$ cat src/rtl/mda_pkg.sv
// Shared widths and codes for the multichannel decimating averager.
package mda_pkg;

    localparam int CH_W     = 4;
    localparam int SAMPLE_W = 16;
    localparam int OS_W     = 5;
    localparam int TIME_W   = 64;
    localparam int GS_W     = 11;
    localparam int LOC_W    = 2;
    localparam int TICK_W   = 32;
    localparam int FAC_W    = 16;
    localparam int PROD_W   = TICK_W + FAC_W;
    localparam int CFG_IDX_W  = 2;
    localparam int CFG_DATA_W = 32;

    typedef logic [CFG_IDX_W-1:0] t_cfg_idx;
    typedef logic [LOC_W-1:0]     t_loc;

    localparam t_cfg_idx CFG_GROUP_SIZE = 2'd0;
    localparam t_cfg_idx CFG_STAMP_LOC  = 2'd1;
    localparam t_cfg_idx CFG_TICK       = 2'd2;

    localparam t_loc LOC_START  = 2'd0;
    localparam t_loc LOC_MIDDLE = 2'd1;
    localparam t_loc LOC_END    = 2'd2;

    localparam logic [GS_W-1:0]   GROUP_SIZE_RST = 11'd1;
    localparam logic [TICK_W-1:0] TICK_RST       = 32'd744319;

endpackage

$ cat src/rtl/multichannel_decimating_averager.sv
// Multichannel boxcar decimating averager: top level.
//
// Accepts one sample beat per channel and sums it into that channel's
// accumulator; when a channel has collected group_size samples it delivers
// the sum divided by group_size * oversample (truncated) and the timestamp of
// the group's first sample plus a rounded start/middle/end offset. A sample
// that does not close a group is accepted, then goes through a read-modify-write
// of the per-channel store. A sample that closes a group goes through the
// offset multiply, the timestamp add and the bit-serial restoring divider,
// which yields SUM_W quotient bits, one quotient bit per cycle, with SUM_W =
// 16 + clog2(min(MAX_GROUP, 2047) + 1) (27 at the defaults). Input stall is
// high for the whole of that work, and also while a finished result waits for
// a full output register. Writing group_size clears every channel's sum and
// count.
module multichannel_decimating_averager #(
    parameter int CHANNELS  = 16,
    parameter int MAX_GROUP = 1024
) (
    input  logic                               i_clk,
    input  logic                               i_rst_n,
    input  logic                               i_cfg_we,
    input  logic [mda_pkg::CFG_IDX_W-1:0]      i_cfg_index,
    input  logic [mda_pkg::CFG_DATA_W-1:0]     i_cfg_data,
    input  logic                               i_in_valid,
    output logic                               o_in_stall,
    input  logic [mda_pkg::CH_W-1:0]           i_channel,
    input  logic [mda_pkg::SAMPLE_W-1:0]       i_sample_value,
    input  logic [mda_pkg::OS_W-1:0]           i_oversample,
    input  logic [mda_pkg::TIME_W-1:0]         i_sample_time_ns,
    output logic                               o_out_valid,
    input  logic                               i_out_stall,
    output logic [mda_pkg::CH_W-1:0]           o_out_channel,
    output logic [mda_pkg::SAMPLE_W-1:0]       o_mean_value,
    output logic [mda_pkg::TIME_W-1:0]         o_out_time_ns
);

    localparam int GMAX   = (MAX_GROUP < 2047) ? MAX_GROUP : 2047;
    localparam int CNT_W  = (GMAX > 1) ? $clog2(GMAX + 1) : 1;
    localparam int SUM_W  = mda_pkg::SAMPLE_W + CNT_W;
    localparam int DEPTH  = (CHANNELS < 16) ? CHANNELS : 16;
    localparam int IDX_W  = (DEPTH > 1) ? $clog2(DEPTH) : 1;
    localparam int STEP_W = $clog2(SUM_W);

    localparam logic [2:0] S_IDLE = 3'd0;
    localparam logic [2:0] S_ACC  = 3'd1;
    localparam logic [2:0] S_MUL  = 3'd2;
    localparam logic [2:0] S_ADD  = 3'd3;
    localparam logic [2:0] S_DIV  = 3'd4;
    localparam logic [2:0] S_DONE = 3'd5;

    // configuration
    logic [mda_pkg::GS_W-1:0]   r_group_size;
    mda_pkg::t_loc              r_loc;
    logic [mda_pkg::TICK_W-1:0] r_tick;

    // sequencer
    logic [2:0] r_state, n_state;
    logic [STEP_W-1:0] r_step;

    // latched beat
    logic [mda_pkg::CH_W-1:0]     r_ch;
    logic [IDX_W-1:0]             r_idx;
    logic [mda_pkg::SAMPLE_W-1:0] r_sample;
    logic [mda_pkg::OS_W-1:0]     r_os;
    logic [mda_pkg::TIME_W-1:0]   r_stamp;

    // per-channel store
    logic [SUM_W-1:0]           r_sum_mem  [DEPTH];
    logic [CNT_W-1:0]           r_cnt_mem  [DEPTH];
    logic [mda_pkg::TIME_W-1:0] r_time_mem [DEPTH];
    logic [DEPTH-1:0]           r_vld;
    logic [SUM_W-1:0]           r_sum_rd;
    logic [CNT_W-1:0]           r_cnt_rd;
    logic [mda_pkg::TIME_W-1:0] r_time_rd;

    // datapath
    logic [mda_pkg::TIME_W-1:0]   r_start;
    logic [mda_pkg::FAC_W-1:0]    r_fac;
    logic [mda_pkg::PROD_W-1:0]   r_prod;
    logic [mda_pkg::TIME_W-1:0]   r_time;
    logic [SUM_W-1:0]             r_quo;
    logic [mda_pkg::FAC_W-1:0]    r_rem;

    // output register
    logic                         r_out_valid;
    logic [mda_pkg::CH_W-1:0]     r_out_ch;
    logic [mda_pkg::SAMPLE_W-1:0] r_out_mean;
    logic [mda_pkg::TIME_W-1:0]   r_out_time;

    logic                         in_acc;
    logic                         ch_ok;
    logic [IDX_W-1:0]             in_idx;
    logic [mda_pkg::GS_W-1:0]     grp_eff;
    logic [mda_pkg::OS_W-1:0]     os_eff;
    logic [CNT_W-1:0]             cnt_cur;
    logic [CNT_W-1:0]             cnt_new;
    logic [SUM_W-1:0]             sum_cur;
    logic [SUM_W-1:0]             sum_new;
    logic                         grp_full;
    logic [mda_pkg::PROD_W:0]     rnd_sum;
    logic [mda_pkg::TIME_W-1:0]   offset;
    logic [mda_pkg::FAC_W:0]      trial;
    logic [mda_pkg::FAC_W:0]      trial_diff;
    logic                         out_free;

    assign o_in_stall    = (r_state != S_IDLE);
    assign in_acc        = i_in_valid && !o_in_stall;
    assign ch_ok         = (9'(i_channel) < 9'(CHANNELS));
    assign in_idx        = i_channel[IDX_W-1:0];
    assign o_out_valid   = r_out_valid;
    assign o_out_channel = r_out_ch;
    assign o_mean_value  = r_out_mean;
    assign o_out_time_ns = r_out_time;
    assign out_free      = !r_out_valid || !i_out_stall;

    always_comb begin
        if (r_group_size == '0) begin
            grp_eff = mda_pkg::GS_W'(1);
        end else if (17'(r_group_size) > 17'(MAX_GROUP)) begin
            grp_eff = mda_pkg::GS_W'(MAX_GROUP);
        end else begin
            grp_eff = r_group_size;
        end
    end

    assign os_eff   = (r_os == '0) ? mda_pkg::OS_W'(1) : r_os;
    assign cnt_cur  = r_vld[r_idx] ? r_cnt_rd : '0;
    assign sum_cur  = r_vld[r_idx] ? r_sum_rd : '0;
    assign cnt_new  = cnt_cur + CNT_W'(1);
    assign sum_new  = sum_cur + SUM_W'(r_sample);
    assign grp_full = !(cnt_new < CNT_W'(grp_eff));

    // round half up, then drop the Q16 fraction (and one more bit for middle)
    assign rnd_sum = {1'b0, r_prod} +
                     ((r_loc == mda_pkg::LOC_MIDDLE) ? (mda_pkg::PROD_W+1)'(32'h10000)
                                                     : (mda_pkg::PROD_W+1)'(32'h8000));
    always_comb begin
        case (r_loc)
            mda_pkg::LOC_MIDDLE: offset = mda_pkg::TIME_W'(rnd_sum[mda_pkg::PROD_W:17]);
            mda_pkg::LOC_END:    offset = mda_pkg::TIME_W'(rnd_sum[mda_pkg::PROD_W:16]);
            default:             offset = '0;
        endcase
    end

    // one restoring-divide step
    assign trial      = {r_rem, r_quo[SUM_W-1]};
    assign trial_diff = trial - {1'b0, r_fac};

    always_comb begin
        n_state = r_state;
        unique case (r_state)
            S_IDLE: if (in_acc && ch_ok) n_state = S_ACC;
            S_ACC:  n_state = grp_full ? S_MUL : S_IDLE;
            S_MUL:  n_state = S_ADD;
            S_ADD:  n_state = S_DIV;
            S_DIV:  if (r_step == '0) n_state = S_DONE;
            S_DONE: if (out_free) n_state = S_IDLE;
            default: n_state = S_IDLE;
        endcase
    end

    always_ff @(posedge i_clk) begin
        if (!i_rst_n) begin
            r_state      <= S_IDLE;
            r_group_size <= mda_pkg::GROUP_SIZE_RST;
            r_loc        <= mda_pkg::LOC_START;
            r_tick       <= mda_pkg::TICK_RST;
            r_vld        <= '0;
            r_out_valid  <= 1'b0;
        end else begin
            r_state <= n_state;
            if (i_cfg_we) begin
                unique case (i_cfg_index)
                    mda_pkg::CFG_GROUP_SIZE: begin
                        r_group_size <= i_cfg_data[mda_pkg::GS_W-1:0];
                        r_vld        <= '0;
                    end
                    mda_pkg::CFG_STAMP_LOC: r_loc  <= i_cfg_data[mda_pkg::LOC_W-1:0];
                    mda_pkg::CFG_TICK:      r_tick <= i_cfg_data;
                    default: ;
                endcase
            end
            if (r_state == S_ACC) begin
                r_vld[r_idx] <= !grp_full;
            end
            if (r_state == S_DONE && out_free) begin
                r_out_valid <= 1'b1;
            end else if (r_out_valid && !i_out_stall) begin
                r_out_valid <= 1'b0;
            end
        end
    end

    // store and datapath, no reset
    always_ff @(posedge i_clk) begin
        if (in_acc) begin
            r_ch      <= i_channel;
            r_idx     <= in_idx;
            r_sample  <= i_sample_value;
            r_os      <= i_oversample;
            r_stamp   <= i_sample_time_ns;
            r_sum_rd  <= r_sum_mem[in_idx];
            r_cnt_rd  <= r_cnt_mem[in_idx];
            r_time_rd <= r_time_mem[in_idx];
        end
        case (r_state)
            S_ACC: begin
                if (!grp_full) begin
                    r_sum_mem[r_idx] <= sum_new;
                    r_cnt_mem[r_idx] <= cnt_new;
                end
                if (cnt_cur == '0) begin
                    r_time_mem[r_idx] <= r_stamp;
                end
                r_start <= (cnt_cur == '0) ? r_stamp : r_time_rd;
                r_fac   <= mda_pkg::FAC_W'(grp_eff) * mda_pkg::FAC_W'(os_eff);
                r_quo   <= sum_new;
                r_rem   <= '0;
                r_step  <= STEP_W'(SUM_W - 1);
            end
            S_MUL: begin
                r_prod <= mda_pkg::PROD_W'(r_tick) *
                          mda_pkg::PROD_W'(r_fac - mda_pkg::FAC_W'(1));
            end
            S_ADD: begin
                r_time <= r_start + offset;
            end
            S_DIV: begin
                if (!trial_diff[mda_pkg::FAC_W]) begin
                    r_rem <= trial_diff[mda_pkg::FAC_W-1:0];
                    r_quo <= {r_quo[SUM_W-2:0], 1'b1};
                end else begin
                    r_rem <= trial[mda_pkg::FAC_W-1:0];
                    r_quo <= {r_quo[SUM_W-2:0], 1'b0};
                end
                r_step <= r_step - STEP_W'(1);
            end
            S_DONE: begin
                if (out_free) begin
                    r_out_ch   <= r_ch;
                    r_out_mean <= r_quo[mda_pkg::SAMPLE_W-1:0];
                    r_out_time <= r_time;
                end
            end
            default: ;
        endcase
    end

`ifndef ASSERT_OFF
    a_accept_to_acc: assert property (@(posedge i_clk) disable iff (!i_rst_n)
        (in_acc && ch_ok) |=> (r_state == S_ACC))
        else $error("accepted beat did not reach accumulate step");

    a_div_ends: assert property (@(posedge i_clk) disable iff (!i_rst_n)
        (r_state == S_DIV && r_step == '0) |=> (r_state == S_DONE))
        else $error("divider did not finish after last step");

    a_out_from_done: assert property (@(posedge i_clk) disable iff (!i_rst_n)
        $rose(r_out_valid) |-> ($past(r_state) == S_DONE))
        else $error("result appeared without a finished divide");

    a_count_below_group: assert property (@(posedge i_clk) disable iff (!i_rst_n)
        (r_state == S_ACC) |-> (cnt_cur < CNT_W'(grp_eff)))
        else $error("stored count reached group size");
`endif

endmodule
$ cat config.mk
export PLATFORM = sky130hd
export DESIGN_NAME = multichannel_decimating_averager
export DESIGN_NICKNAME = d
export VERILOG_FILES = /design/src/rtl/mda_pkg.sv /design/src/rtl/multichannel_decimating_averager.sv
export SDC_FILE = /design/constraint.sdc
export NUM_CORES = 2
export LEC_CHECK = 0
export ABC_AREA = 1
export BUFFER_PORTS_ARGS = -buffer_cell sky130_fd_sc_hd__buf_4
export CORE_MARGIN = 5
export CORE_UTILIZATION = 35
export CTS_CLUSTER_SIZE = 16
export DETAILED_ROUTE_END_ITERATION = 16
export PLACE_DENSITY = 0.61
export SLEW_MARGIN = 20
export SYNTH_ARGS = -nofsm -noshare
export SYNTH_HDL_FRONTEND = slang
export SYNTH_SLANG_ARGS = --single-unit
$ cat constraint.sdc
create_clock -name i_clk -period 15.7 [get_ports i_clk]
set_input_delay 3.925 -clock i_clk [delete_from_list [all_inputs] [get_ports i_clk]]
set_output_delay 3.925 -clock i_clk [all_outputs]
set_load 0.05 [all_outputs]
==> metrics.txt <==
Critical Path Start Type=flip-flop; vias in the first global route=71,900; die area=326,000 sq um; Core Box Area=314,000 sq um; hpwl dp=197,000 microns; layout cells sized above 1=under 10%; post-CTS sizing=0; WL met2=153,000 microns; global-route wire length before repair=about 470,000 microns; EDFF count, synth=2,132; sequential area share after synthesis=59.2%; clk_skew=0.133 ns; Final Net Count=slightly above 10,000; worst-case clock buffer depth=4; outcome=finished, final reports clean; final wirelength=317,000 microns; DR vias=71,700; total gr overflow=0; Cells after Synth=around 9,400; TNS Setup=0 ns; Area Growth Syn to Fin=12.6%; Total Routing Usage GR=19.0%; RePlAce Congestion=between 0.9 and 1; most frequent CP cell=inv_1; cts hold-fix bufs=0; fillers=29,400; fin. max-slew vios=0; First DRT Iteration DRCs=6,482; Rows=slightly above 200; M1 wire length=approximately 130,000 microns; postcts setup bufs=0; number of synthesized register bits=2,197; Worst Hold Class=reg2reg; post-route minimum period=7.95 ns; uppermost layer routed=met5; 1st-pass router iterations=8; DR WL/cell=roughly 23 microns; Synth warnings=0; relative slew slack=10.4%; drt drc=0; Final ANT Viol Nets=0; Max-cap violations=0; slowest stage delay, CP=0.56 ns; CTS tree=done; largest net degree at the start of global routing=218; I/O pin count=214; endpoints failing hold=0; slew of the pin with the lowest slew margin=1.34 ns; CTS Sinks=around 2,200; top_reg_cell synth=edfxtp_1; Die X=571 microns; FF-to-FF setup slack=between 7 and 8 ns; Vias/cell=5.16; Initial Utilization=35.1%; buffers added on ports=213; Crit path arrival time=approximately 8.6 ns; clk slew on worst S/H paths=0.07 ns; async set-reset flop share out of synthesis=0%; Crit-path slowest cell=inv_1; worst-path fanout max=21; Final Setup Violations=0; Setup CP Type=reg2reg; synth unique cells=54; Post-Syn Area per Cell=11.7 sq um; root buf cell=clkbuf_16; CTS buffer count=roughly 230; antenna violations before repair=26; RSZ-0062 raised after global routing=no; syn nets=about 10,000; Clk Latency, worst-skew pair=0.95 ns; Syn Std Cell Area=110,000 sq um; H-tree depth=4; Tcrit/Tclk final=between 50% and 60%; fmax=0.126 GHz; Worst Setup End Kind=flip-flop; Die Span Y=between 500 and 600 microns; WL met3=21,200 microns; Worst Path Required=about 16 ns
-- worst max-delay path: cells and delay by family (launching register included) --
kind	cells	cell delay, ns
AO/OA/AOI/OAI	4	0.92
XOR/XNOR	1	0.16
adder cells (fa/ha/maj)	8	3.41
buffers and inverters	8	1.35
flip-flops	1	0.45
AND/OR/NAND/NOR	8	1.42
-- final cells by class --
cell class	instances	area (sq um)	share of cell area (%)
Sequential cell	2197	65300	52.6
Multi-Input combinational cell	5314	38000	30.6
Clock buffer	278	6150	4.96
Inverter	1471	5550	4.47
Tap cell	4160	5200	4.19
Timing Repair Buffer	322	2530	2.04
Clock inverter	142	1380	1.11
Antenna cell	6	15.0	0.0121
-- Yosys cell counts (249+ instances only) --
cell	count	share of area (%)
o211ai_1	425	2.9
ha_1	249	2.8
nand2_1	1163	4.0
nor2_1	570	1.9
clkbuf_1	314	1.1
fa_1	479	8.7
mux2i_1	408	3.7
o21ai_0	626	2.8
nand3_1	300	1.4
a21oi_1	601	2.7
inv_1	1447	4.9
edfxtp_1	2132	58
-- worst paths after layout --
| check | start | cells after the start | endpoint |
|---|---|---|---|
| hold reg to reg | r_time[24] | 0 | o_out_time_ns[24] |
| setup reg to reg | r_fac[1] | 29 | r_prod[45] |
| hold / removal | r_time[24] | 0 | o_out_time_ns[24] |
| setup / recovery | r_fac[1] | 29 | r_prod[45] |
-- cell families after synthesis --
logic type                 count (synthesis)  synth area share [%]
AOI/OAI and AO/OA                       1828                  9.52
xor gates and xnor gates                 152                  1.21
adders and majority gates                728                  11.5
buffers and inverters                   1896                  6.60
DFF                                     2197                  59.2
muxes                                    408                  3.70
and+or+nand+nor                         2198                  8.20
-- flip-flops by register name, indices dropped and copies added, names as in the netlist, 3 cells and up --
name / cells
r_tick: 32
r_fac: 16
o_out_time_ns: 64
r_cnt_mem: 176
r_sum_mem: 432
r_stamp: 64
o_mean_value: 16
r_os: 5
r_state: 3
r_quo: 27
r_rem: 16
r_start: 64
r_sum_rd: 27
r_cnt_rd: 11
r_sample: 16
r_group_size: 11
r_idx: 4
o_out_channel: 4
r_prod: 33
r_time_mem: 1024
r_vld: 16
r_time_rd: 64
r_step: 5
r_time: 64
-- metrics by stage --
step | worst slack [ns] | instance area [sq um] | hold WS [ns] | cells | utilization, %
2_1_floorplan | 3.14 | 110000 | 0.400 | 9407 | -
3_3_place_gp | 7.69 | 116000 | 0.405 | 13500 | 37.1
3_5_place_dp | 7.67 | 116000 | 0.405 | 13500 | 37.1
4_1_cts | 7.80 | 124000 | 0.412 | 13900 | 39.5
5_1_grt | 7.40 | 124000 | 0.417 | 13900 | 39.5
6_report | 7.75 | 124000 | 0.412 | 13900 | 39.5
-- routing by layer --
layer	global-route usage (%)	vias to the layer above
met4	6.13	6
met1	25.6	35900
li1	-	32600
met2	31.9	2632
met5	0	-
met3	2.69	545
-- placed cells by master (no fill, tap or decap), types with 249 or more instances in the layout --
| cell type | instances |
|---|---|
| a21oi_1 | 601 |
| buf_4 | 310 |
| edfxtp_1 | 2132 |
| fa_1 | 479 |
| ha_1 | 249 |
| inv_1 | 1429 |
| mux2i_1 | 408 |
| nand2_1 | 1162 |
| nand3_1 | 300 |
| nor2_1 | 550 |
| o211ai_1 | 425 |
| o21ai_0 | 625 |
Power is left out: the tool's default activity adds up to more than one toggle a clock period on the data nets, which glitch-free logic cannot reach.
